===== config.mk =====
export PLATFORM = sky130hd
export DESIGN_NAME = ictu_seq
export DESIGN_NICKNAME = d
export VERILOG_FILES = /design/src/hw/rtl/ictu_pkg.sv /design/src/hw/rtl/ictu_alu.sv /design/src/hw/rtl/ictu_seq.sv
export SDC_FILE = /design/constraint.sdc
export NUM_CORES = 1
export LEC_CHECK = 0
export ABC_AREA = 1
export BUFFER_PORTS_ARGS = -buffer_cell sky130_fd_sc_hd__buf_4
export CORE_MARGIN = 2
export CORE_UTILIZATION = 30
export CTS_CLUSTER_DIAMETER = 200
export CTS_CLUSTER_SIZE = 30
export DETAILED_ROUTE_END_ITERATION = 10
export PLACE_DENSITY_LB_ADDON = 0.25
export SLEW_MARGIN = 20
export SYNTH_ARGS = -nofsm -noshare
export SYNTH_HDL_FRONTEND = slang
export SYNTH_SLANG_ARGS = --single-unit

===== constraint.sdc =====
create_clock -name clock -period 13 [get_ports clock]
set_input_delay 3.9 -clock clock [delete_from_list [all_inputs] [get_ports clock]]
set_output_delay 3.9 -clock clock [all_outputs]
set_load 0.02 [all_outputs]

===== src/hw/rtl/ictu_pkg.sv =====
// shared constants, types and helpers for the inversion count segment tree unit
package ictu_pkg;

   localparam int LEVELS      = 10;
   localparam int MAX_VALUE   = 1024;
   localparam int LEAVES      = 1 << LEVELS;
   localparam int NODES       = 2 * LEAVES;
   localparam int NODE_W      = LEVELS + 1;
   localparam int CNT_W       = 11;
   localparam int VAL_W       = 11;
   localparam int STEP_W      = 4;
   localparam int WALK_END    = LEVELS + 1;
   localparam int CSR_ADDR_W  = 3;
   localparam int CSR_DATA_W  = 32;

   localparam logic [VAL_W-1:0] LIMIT_RESET = VAL_W'(1024);
   localparam logic             REG_VALUE_LIMIT = 1'b0;

   localparam logic CMD_INSERT = 1'b0;
   localparam logic CMD_RANK   = 1'b1;

   typedef enum logic [0:0] {
      ALU_ADD = 1'b0,
      ALU_SUB = 1'b1
   } alu_op_type;

   typedef struct packed {
      logic [CNT_W-1:0] res;
      logic             borrow;
      logic             zero;
   } alu_out_type;

   typedef struct packed {
      logic [CNT_W-1:0] count;
      logic [VAL_W-1:0] position;
      logic             valid_res;
   } result_type;

   typedef struct packed {
      logic idle;
      logic done;
   } seq_status_type;

   function automatic logic [NODE_W-1:0] leaf_index(input logic [VAL_W-1:0] x);
      return NODE_W'(LEAVES - 1) + NODE_W'(x);
   endfunction

endpackage


===== src/hw/rtl/ictu_alu.sv =====
// shared add / subtract unit for node sums and rank descent
module ictu_alu (
   input  logic [ictu_pkg::CNT_W-1:0] a,
   input  logic [ictu_pkg::CNT_W-1:0] b,
   input  ictu_pkg::alu_op_type       op,
   output ictu_pkg::alu_out_type      result
);

   logic [ictu_pkg::CNT_W:0] wide;

   always_comb begin
      case (op)
         ictu_pkg::ALU_ADD: wide = {1'b0, a} + {1'b0, b};
         ictu_pkg::ALU_SUB: wide = {1'b0, a} - {1'b0, b};
         default:           wide = '0;
      endcase
      result.res    = wide[ictu_pkg::CNT_W-1:0];
      result.borrow = (op == ictu_pkg::ALU_SUB) && wide[ictu_pkg::CNT_W];
      result.zero   = (wide[ictu_pkg::CNT_W-1:0] == '0);
   end

endmodule


===== src/hw/rtl/ictu_seq.sv =====
// sequencer that walks the node memory for count, mark and rank requests
module ictu_seq (
   input  logic                              clock,
   input  logic                              reset,
   input  logic                              start,
   input  logic                              req_cmd,
   input  logic [ictu_pkg::VAL_W-1:0]        req_value,
   input  logic [ictu_pkg::VAL_W-1:0]        req_rank,
   input  logic [ictu_pkg::VAL_W-1:0]        limit,
   input  logic                              out_free,
   output ictu_pkg::seq_status_type          status,
   output ictu_pkg::result_type              result,
   output logic                              ram_wr_en,
   output logic [ictu_pkg::NODE_W-1:0]       ram_wr_addr,
   output logic [ictu_pkg::CNT_W-1:0]        ram_wr_data,
   output logic                              ram_rd_en,
   output logic [ictu_pkg::NODE_W-1:0]       ram_rd_addr,
   input  logic [ictu_pkg::CNT_W-1:0]        ram_rd_data
);

   typedef enum logic [9:0] {
      S_CLEAR    = 10'b0000000001,
      S_IDLE     = 10'b0000000010,
      S_PRE      = 10'b0000000100,
      S_MARK_RD  = 10'b0000001000,
      S_MARK_CHK = 10'b0000010000,
      S_UPD      = 10'b0000100000,
      S_RK_ROOT  = 10'b0001000000,
      S_RK_CHK   = 10'b0010000000,
      S_RK_DESC  = 10'b0100000000,
      S_DONE     = 10'b1000000000
   } state_type;

   localparam logic [ictu_pkg::VAL_W-1:0]  MAX_V    = ictu_pkg::VAL_W'(ictu_pkg::MAX_VALUE);
   localparam logic [ictu_pkg::STEP_W-1:0] STEP_END = ictu_pkg::STEP_W'(ictu_pkg::WALK_END);

   state_type                         state_ff, state_in;
   logic [ictu_pkg::NODE_W-1:0]       p_ff, p_in;
   logic [ictu_pkg::STEP_W-1:0]       step_ff, step_in;
   logic                              walk_ff, walk_in;
   logic                              flag_ff, flag_in;
   logic [ictu_pkg::CNT_W-1:0]        acc_ff, acc_in;
   logic [ictu_pkg::VAL_W-1:0]        k_ff, k_in;
   logic [ictu_pkg::VAL_W-1:0]        lo_ff, lo_in;
   logic [ictu_pkg::VAL_W-1:0]        val_ff, val_in;
   logic                              cmd_ff, cmd_in;
   logic                              mark_ok_ff, mark_ok_in;
   logic                              ok_ff, ok_in;
   logic [ictu_pkg::VAL_W-1:0]        pos_ff, pos_in;

   logic [ictu_pkg::CNT_W-1:0]        alu_a, alu_b;
   ictu_pkg::alu_op_type              alu_op;
   ictu_pkg::alu_out_type             alu_out;

   logic [ictu_pkg::VAL_W-1:0]        lo_v, hi_v;
   logic                              go_left;
   logic [ictu_pkg::NODE_W-1:0]       np;

   ictu_alu u_alu (
      .a      (alu_a),
      .b      (alu_b),
      .op     (alu_op),
      .result (alu_out)
   );

   always_comb begin
      lo_v    = (req_value == '0) ? ictu_pkg::VAL_W'(1) : req_value;
      hi_v    = (limit > MAX_V) ? MAX_V : limit;
      go_left = alu_out.borrow || alu_out.zero;
      np      = {p_ff[ictu_pkg::NODE_W-2:0], ~go_left};
   end

   always_comb begin
      state_in    = state_ff;
      p_in        = p_ff;
      step_in     = step_ff;
      walk_in     = walk_ff;
      flag_in     = flag_ff;
      acc_in      = acc_ff;
      k_in        = k_ff;
      lo_in       = lo_ff;
      val_in      = val_ff;
      cmd_in      = cmd_ff;
      mark_ok_in  = mark_ok_ff;
      ok_in       = ok_ff;
      pos_in      = pos_ff;
      alu_a       = acc_ff;
      alu_b       = ram_rd_data;
      alu_op      = ictu_pkg::ALU_ADD;
      ram_wr_en   = 1'b0;
      ram_wr_addr = p_ff;
      ram_wr_data = '0;
      ram_rd_en   = 1'b0;
      ram_rd_addr = p_ff;

      case (state_ff)
         S_CLEAR: begin
            ram_wr_en = 1'b1;
            p_in      = p_ff + ictu_pkg::NODE_W'(1);
            if (p_ff == '1) begin
               state_in = S_IDLE;
            end
         end
         S_IDLE: begin
            if (start) begin
               cmd_in     = req_cmd;
               val_in     = req_value;
               k_in       = req_rank;
               lo_in      = lo_v - ictu_pkg::VAL_W'(1);
               acc_in     = '0;
               ok_in      = 1'b0;
               pos_in     = '0;
               mark_ok_in = (req_value != '0) && (req_value <= MAX_V);
               if (req_cmd == ictu_pkg::CMD_RANK) begin
                  state_in = S_RK_ROOT;
               end else if (lo_v <= hi_v) begin
                  p_in     = ictu_pkg::leaf_index(hi_v);
                  step_in  = '0;
                  walk_in  = 1'b0;
                  state_in = S_PRE;
               end else if ((req_value != '0) && (req_value <= MAX_V)) begin
                  state_in = S_MARK_RD;
               end else begin
                  state_in = S_DONE;
               end
            end
         end
         S_PRE: begin
            alu_a  = acc_ff;
            alu_b  = ram_rd_data;
            alu_op = walk_ff ? ictu_pkg::ALU_SUB : ictu_pkg::ALU_ADD;
            if ((step_ff != '0) && flag_ff) begin
               acc_in = alu_out.res;
            end
            if (step_ff != STEP_END) begin
               ram_rd_en = 1'b1;
               step_in   = step_ff + ictu_pkg::STEP_W'(1);
               if (step_ff == '0) begin
                  ram_rd_addr = p_ff;
                  flag_in     = 1'b1;
               end else begin
                  ram_rd_addr = p_ff ^ ictu_pkg::NODE_W'(1);
                  flag_in     = p_ff[0];
                  p_in        = p_ff >> 1;
               end
            end else if (!walk_ff && (lo_ff != '0)) begin
               walk_in = 1'b1;
               p_in    = ictu_pkg::leaf_index(lo_ff);
               step_in = '0;
            end else if (mark_ok_ff) begin
               state_in = S_MARK_RD;
            end else begin
               state_in = S_DONE;
            end
         end
         S_MARK_RD: begin
            ram_rd_en   = 1'b1;
            ram_rd_addr = ictu_pkg::leaf_index(val_ff);
            p_in        = ictu_pkg::leaf_index(val_ff);
            state_in    = S_MARK_CHK;
         end
         S_MARK_CHK: begin
            if (ram_rd_data != '0) begin
               state_in = S_DONE;
            end else begin
               ram_wr_en   = 1'b1;
               ram_wr_data = ictu_pkg::CNT_W'(1);
               ram_rd_en   = 1'b1;
               ram_rd_addr = p_ff >> 1;
               p_in        = p_ff >> 1;
               state_in    = S_UPD;
            end
         end
         S_UPD: begin
            alu_a       = ram_rd_data;
            alu_b       = ictu_pkg::CNT_W'(1);
            alu_op      = ictu_pkg::ALU_ADD;
            ram_wr_en   = 1'b1;
            ram_wr_data = alu_out.res;
            if (p_ff == ictu_pkg::NODE_W'(1)) begin
               state_in = S_DONE;
            end else begin
               ram_rd_en   = 1'b1;
               ram_rd_addr = p_ff >> 1;
               p_in        = p_ff >> 1;
            end
         end
         S_RK_ROOT: begin
            ram_rd_en   = 1'b1;
            ram_rd_addr = ictu_pkg::NODE_W'(1);
            state_in    = S_RK_CHK;
         end
         S_RK_CHK: begin
            alu_a  = k_ff;
            alu_b  = ram_rd_data;
            alu_op = ictu_pkg::ALU_SUB;
            if ((k_ff != '0) && go_left) begin
               p_in        = ictu_pkg::NODE_W'(1);
               ram_rd_en   = 1'b1;
               ram_rd_addr = ictu_pkg::NODE_W'(2);
               state_in    = S_RK_DESC;
            end else begin
               ok_in    = 1'b0;
               pos_in   = '0;
               state_in = S_DONE;
            end
         end
         S_RK_DESC: begin
            alu_a  = k_ff;
            alu_b  = ram_rd_data;
            alu_op = ictu_pkg::ALU_SUB;
            if (!go_left) begin
               k_in = alu_out.res;
            end
            p_in = np;
            if (!np[ictu_pkg::NODE_W-1]) begin
               ram_rd_en   = 1'b1;
               ram_rd_addr = {np[ictu_pkg::NODE_W-2:0], 1'b0};
            end else begin
               ok_in    = 1'b1;
               pos_in   = {1'b0, np[ictu_pkg::NODE_W-2:0]} + ictu_pkg::VAL_W'(1);
               state_in = S_DONE;
            end
         end
         S_DONE: begin
            if (out_free) begin
               state_in = S_IDLE;
            end
         end
         default: begin
            state_in = S_IDLE;
         end
      endcase
   end

   always_ff @(posedge clock) begin
      if (reset) begin
         state_ff <= S_CLEAR;
         p_ff     <= '0;
      end else begin
         state_ff <= state_in;
         p_ff     <= p_in;
      end
   end

   always_ff @(posedge clock) begin
      step_ff    <= step_in;
      walk_ff    <= walk_in;
      flag_ff    <= flag_in;
      acc_ff     <= acc_in;
      k_ff       <= k_in;
      lo_ff      <= lo_in;
      val_ff     <= val_in;
      cmd_ff     <= cmd_in;
      mark_ok_ff <= mark_ok_in;
      ok_ff      <= ok_in;
      pos_ff     <= pos_in;
   end

   always_comb begin
      status.idle      = (state_ff == S_IDLE);
      status.done      = (state_ff == S_DONE) && out_free;
      result.count     = (cmd_ff == ictu_pkg::CMD_RANK) ? '0 : acc_ff;
      result.position  = (cmd_ff == ictu_pkg::CMD_RANK) ? pos_ff : '0;
      result.valid_res = (cmd_ff == ictu_pkg::CMD_RANK) ? ok_ff : mark_ok_ff;
   end

endmodule

# == Word-level counts from Yosys, hierarchy flattened ==
# Index checks and enable logic that the tools add are counted.
# totals
ff_bits,85
inputBits,49
elab_cells,162
# op_classes
n_addsub,9
magnitude_cmp,3
eq_ne,29
n_mux,73
bitwise,3
reduce_logical,32
# op_table
operator,count
$mux 11,22
$mux 10,13
$pmux 10 s10,1
$pmux 11 s2,4
$pmux 11 s8,1
$pmux 11 s7,1
$reduce_bool 11->1,4
$add 10x11->11 const A,3
$pmux 11 s3,1
$ne 2x2->1 const B,13
$pmux 12 s2,1
$logic_not 11->1,2
$mux 4,5
$mux 1,18
$reduce_and 7->1,2
$add 11x11->12,1
$sub 11x11->12,1
$add 10x1->11 const B,1
$add 11x1->11 const B,1
$eq 11x1->1 const B,1
$eq 11x11->1 const B,1
$gt 11x11->1 const B,1
$le 11x11->1,1
$le 11x11->1 const B,1
34 further kinds,49

# == Longest topological paths before layout ==
# logic_depth
ltp_word,11
mapped_depth,31

# == By module ==
# A second synthesis with hierarchy kept.
# hier_totals
hier_cells,1241
hier_area_um2,7985.2
# by_module_without_submodules
module,n_inst,cells_per_inst,area_each_um2
ictu_seq,1,1066,7083.0
ictu_alu,1,175,902.1

# == Worst setup path before layout ==
# OpenSTA, ideal clock, no wires.
# synth_path
path_kind,in2out
start,input ram_rd_data[0] (netlist bit)
end,output ram_rd_addr[3] (netlist bit)
t_arrival_ns,6.360
required_time_ns,9.100
slack_ns,2.740
path_stages,23
cell_sequence,nor2_1 ha_1 nand3_1 nor2_1 nor2_1 nor2_1 xor2_1 ha_1 nand2_1 inv_1 a21oi_1 nand3_1 nand2_1 nand3_1 nor2_1 nand2_1 nand2_1 nand2_1 nand2_1 buf_4 nand3_2 nand2_1 nand3_1
# synth_via
elab_chain_len,8
# synth_lines
item,line,source
from (decl),ictu_seq.sv:18,input logic [ictu_pkg::CNT_W-1:0] ram_rd_data
$pmux 11 s2 or $mux 11 (tied branches),ictu_seq.sv:96,case (state_ff)
$sub 11x11->12 or $add 11x11->12 (tied branches),"ictu_alu.sv:14, ictu_alu.sv:13",
$pmux 12 s2,ictu_alu.sv:12,case (op)
$logic_not 11->1 or $logic_and 1x1->1 (tied branches),"ictu_alu.sv:19, ictu_alu.sv:18",
$logic_or 1x1->1,ictu_seq.sv:69,go_left = alu_out.borrow || alu_out.zero;
$logic_and 1x1->1,ictu_seq.sv:197,if ((k_ff != '0) && go_left) begin
$mux 11,ictu_seq.sv:197,
$pmux 11 s7 (*),ictu_seq.sv:96,
to (decl),ictu_seq.sv:17,"output logic [ictu_pkg::NODE_W-1:0] ram_rd_addr,"
# Mark *: on every way between the ends. The rest lies on a longest branch, timed or not.

# == Final worst setup path ==
# Ends and elaborated chain as after synthesis.

==> results.cfg <==
[cts]
h-tree-depth = 3
insertion_delay_ns = 0.36
cts_buffers = 9
cts_hold_buf = 0
cts.path.max_buffers = 2
cts_setup_buffers = 0
cts.repair.resized = 0
cts_tree = built
clkTransAtPathRegs_ns = 0.07
ctsRootBufferMaster = clkbuf_16
cts.sinks = 85

[route]
post_drt_wl_per_cell_um = 17.5
viasPerCell = 5.11
ant_nets = 0
drt_wl_total_mm = 28.0
vias = 8148
firstDrtPassIters = 6
drt_iter0_markers = 702
drc = 0

[floorplanning]
die_x_um = 165
rows = 58
die_y_um = 165
initial_core_util_pct = 30.7
io_pins = 109
core_sq_mm = 0.0253
die_area_sq_mm = 0.0271

[yosys]
seq_area_frac_synth_pct = 30.2
avgSynthCellArea_sq_um = 6.56
ys.flop_type = edfxtp_1
synth_warnings = 0
synthMuxAreaShare_pct = 0
synth_area_sq_mm = 0.00775
synth_xor_area_share_pct = 4.07
synth_cells = 1181
synth-compound-area-share_pct = 12.3
synth_nets = 1264
synth_top_family_by_area = simple AND/OR/NAND/NOR gates
async_reset_ff_share_pct = 0
synth_cell_type_count = 51
ys_ff_latch = 85
synthSimpleGateAreaFrac_pct = 36.5
synth-edff-count = 64
synthAdderAreaFrac_pct = 5.59

[layout]
fill_cells = 2767
antenna_cells = 0
drive_above_1_share_pct = 13.1
final_common_cell = nand2_1
syn_to_final_growth_pct = 18.2
final_cell_mix = nand2_1 (263), nor2_1 (185), inv_1 (172)
num-nets-final = 1343

[critical_path]
critical_path_class = primary input to output port
worstPathRequired_ns = 9.10
r2r_slack_ns = 7.57
arrival_ns = 7.61
cp_max_fo = 20
cp-start-kind = primary input
r2r-end = pos_ff[7]
worstReg2RegStart = state_ff[2]
rr_worst_depth = 25
critPathCaptureType = output port

[timing]
setup-violations-final = 0
fin_crit_sh_pct = 88.5
max_slew.worst_pin.slew_ns = 1.02
rsz0062_at_grt = no
slew_violations = 0
relSlewSlack_pct = 31.7
fmax_ghz = 0.0869
finClkSkew_ns = 0.0112
setup_tns_ns = 0
min_period_ns = 11.51
hold_violations = 0

[place]
io_buffers = 108
dp_hpwl_mm = 22.0
gp_congestion = 0.919

[min_path]
hold_path_end = ram_wr_addr[10]
hold_path_class = flop to flop
hp-start = ram_wr_addr[10]
holdPathStages = 2

[global_routing]
grt_max_degree = 37
gr-usage-met1_pct = 29.2
grtUsageMet2_pct = 33.1
busiest_layer = met2
antenna_found_initial = 0
grtUsageMet3_pct = 2.94
grt_overflow_total = 0
grt_pass1_wl_mm = 43.4
grt_pass1_vias = 7691
grt_use_total_pct = 21.0

[pwr]
power.total_uw = 1380
ir_worst_vdd_mv = 0.0649
pwr_density_cell_mw_per_mm2 = 151
p_leak_uw = 0.00431

[run_status]
status = finished, final reports clean

[job]
maxCapViolCount = 0
## metrics by stage
stage                     utilization, %  area [sq um]  cells  hold WS [ns]  worst slack (ns)
after detailed placement            34.9          8820   1579         0.591              1.59
after CTS                           36.2          9150   1595         0.605              1.57
after floorplan                        -          7750   1181         0.535              2.74
after global routing                36.2          9150   1595         0.635              1.08
final                               36.2          9150   1595         0.612              1.49
after global placement              34.9          8820   1579         0.599              1.59
## final cells by class
cell class	instances	area (sq um)	area share (%)
Multi-Input combinational cell	872	4550	49.7
Sequential cell	85	2340	25.6
Timing Repair Buffer	113	848	9.27
Inverter	179	673	7.35
Tap cell	330	413	4.51
Clock buffer	9	225	2.46
Clock inverter	7	105	1.15
## critical path, stage by stage
cell	delay, ns
buf_4	0.12
nor2_1	0.19
ha_1	0.20
nand3_1	0.11
nor2_1	0.11
nor2_1	0.06
xor2_1	0.14
ha_1	0.35
nand2_1	0.11
nor2_1	0.12
nand3_1	0.10
nand2_1	0.09
nand2_1	0.05
nand2_1	0.14
nand2_1	0.07
nor3_1	0.20
nand2_1	0.08
nand2_1	0.07
nand2_1	0.05
nand2_1	0.56
nand3_2	0.37
nand2_1	0.14
nand3_1	0.07
buf_4	0.19
## synth_stat cells, drive strengths merged, types with 2 or more instances
library cell    n  area, sq um
clkbuf         29          109
o21ai          65          329
a22oi          11         82.6
a21oi          45          229
o211ai          9         67.6
nor3b           2         15.0
nor4            3         18.8
dfxtp          21          420
o221ai          3         26.3
or2             5         31.3
buf            16         87.6
inv           176          661
nand4          24          150
o2111ai         4         35.0
edfxtp         64         1920
a221oi          5         43.8
o22ai          11         68.8
xnor2           8         70.1
ha             33          413
nor3           34          214
a211oi          3         22.5
xor2           28          245
nand3         103          538
nand3b          4         30.0
nor2          192          761
a2111oi         2         17.5
clkinv          3         12.5
nand2         271         1060
## routing by layer
layer  wire (um)  vias to the layer above
li1            -                     4038
met1       12600                     3721
met2       12600                      343
met3        2010                       46
met4         813                        0
met5           0                        -
## power breakdown
part / internal (uW) / switching (uW) / leakage [uW]
registers: 347 / 62.9 / 0.000762
clock network: 172 / 122 / 0.000159
logic: 227 / 452 / 0.00339
## how the worst max path moves through the flow
stage | cells past startpoint | slack (ns) | to | start
2_1_floorplan | 23 | 2.74 | ram_rd_addr[3] | ram_rd_data[0]
3_3_place_gp | 24 | 1.59 | ram_rd_addr[3] | ram_rd_data[0]
3_5_place_dp | 24 | 1.59 | ram_rd_addr[3] | ram_rd_data[0]
4_1_cts | 24 | 1.57 | ram_rd_addr[3] | ram_rd_data[0]
5_1_grt | 24 | 1.08 | ram_rd_addr[3] | ram_rd_data[0]
6_report | 24 | 1.49 | ram_rd_addr[3] | ram_rd_data[0]
## sequential cells by signal (all words and copies together) (netlist names)
register and count:
acc_ff 11, cmd_ff 1, flag_ff 1, k_ff 11, lo_ff 11, mark_ok_ff 1, ok_ff 1, pos_ff 11
ram_wr_addr 11, state_ff 10, step_ff 4, val_ff 11, walk_ff 1
## cells by family after synthesis
family          after synthesis
simple gates                640
buf+inv                     224
compound gates              162
flops                        85
xor+xnor                     36
fa+ha+maj                    34
Note: power is estimated with default switching activity, not from simulation.
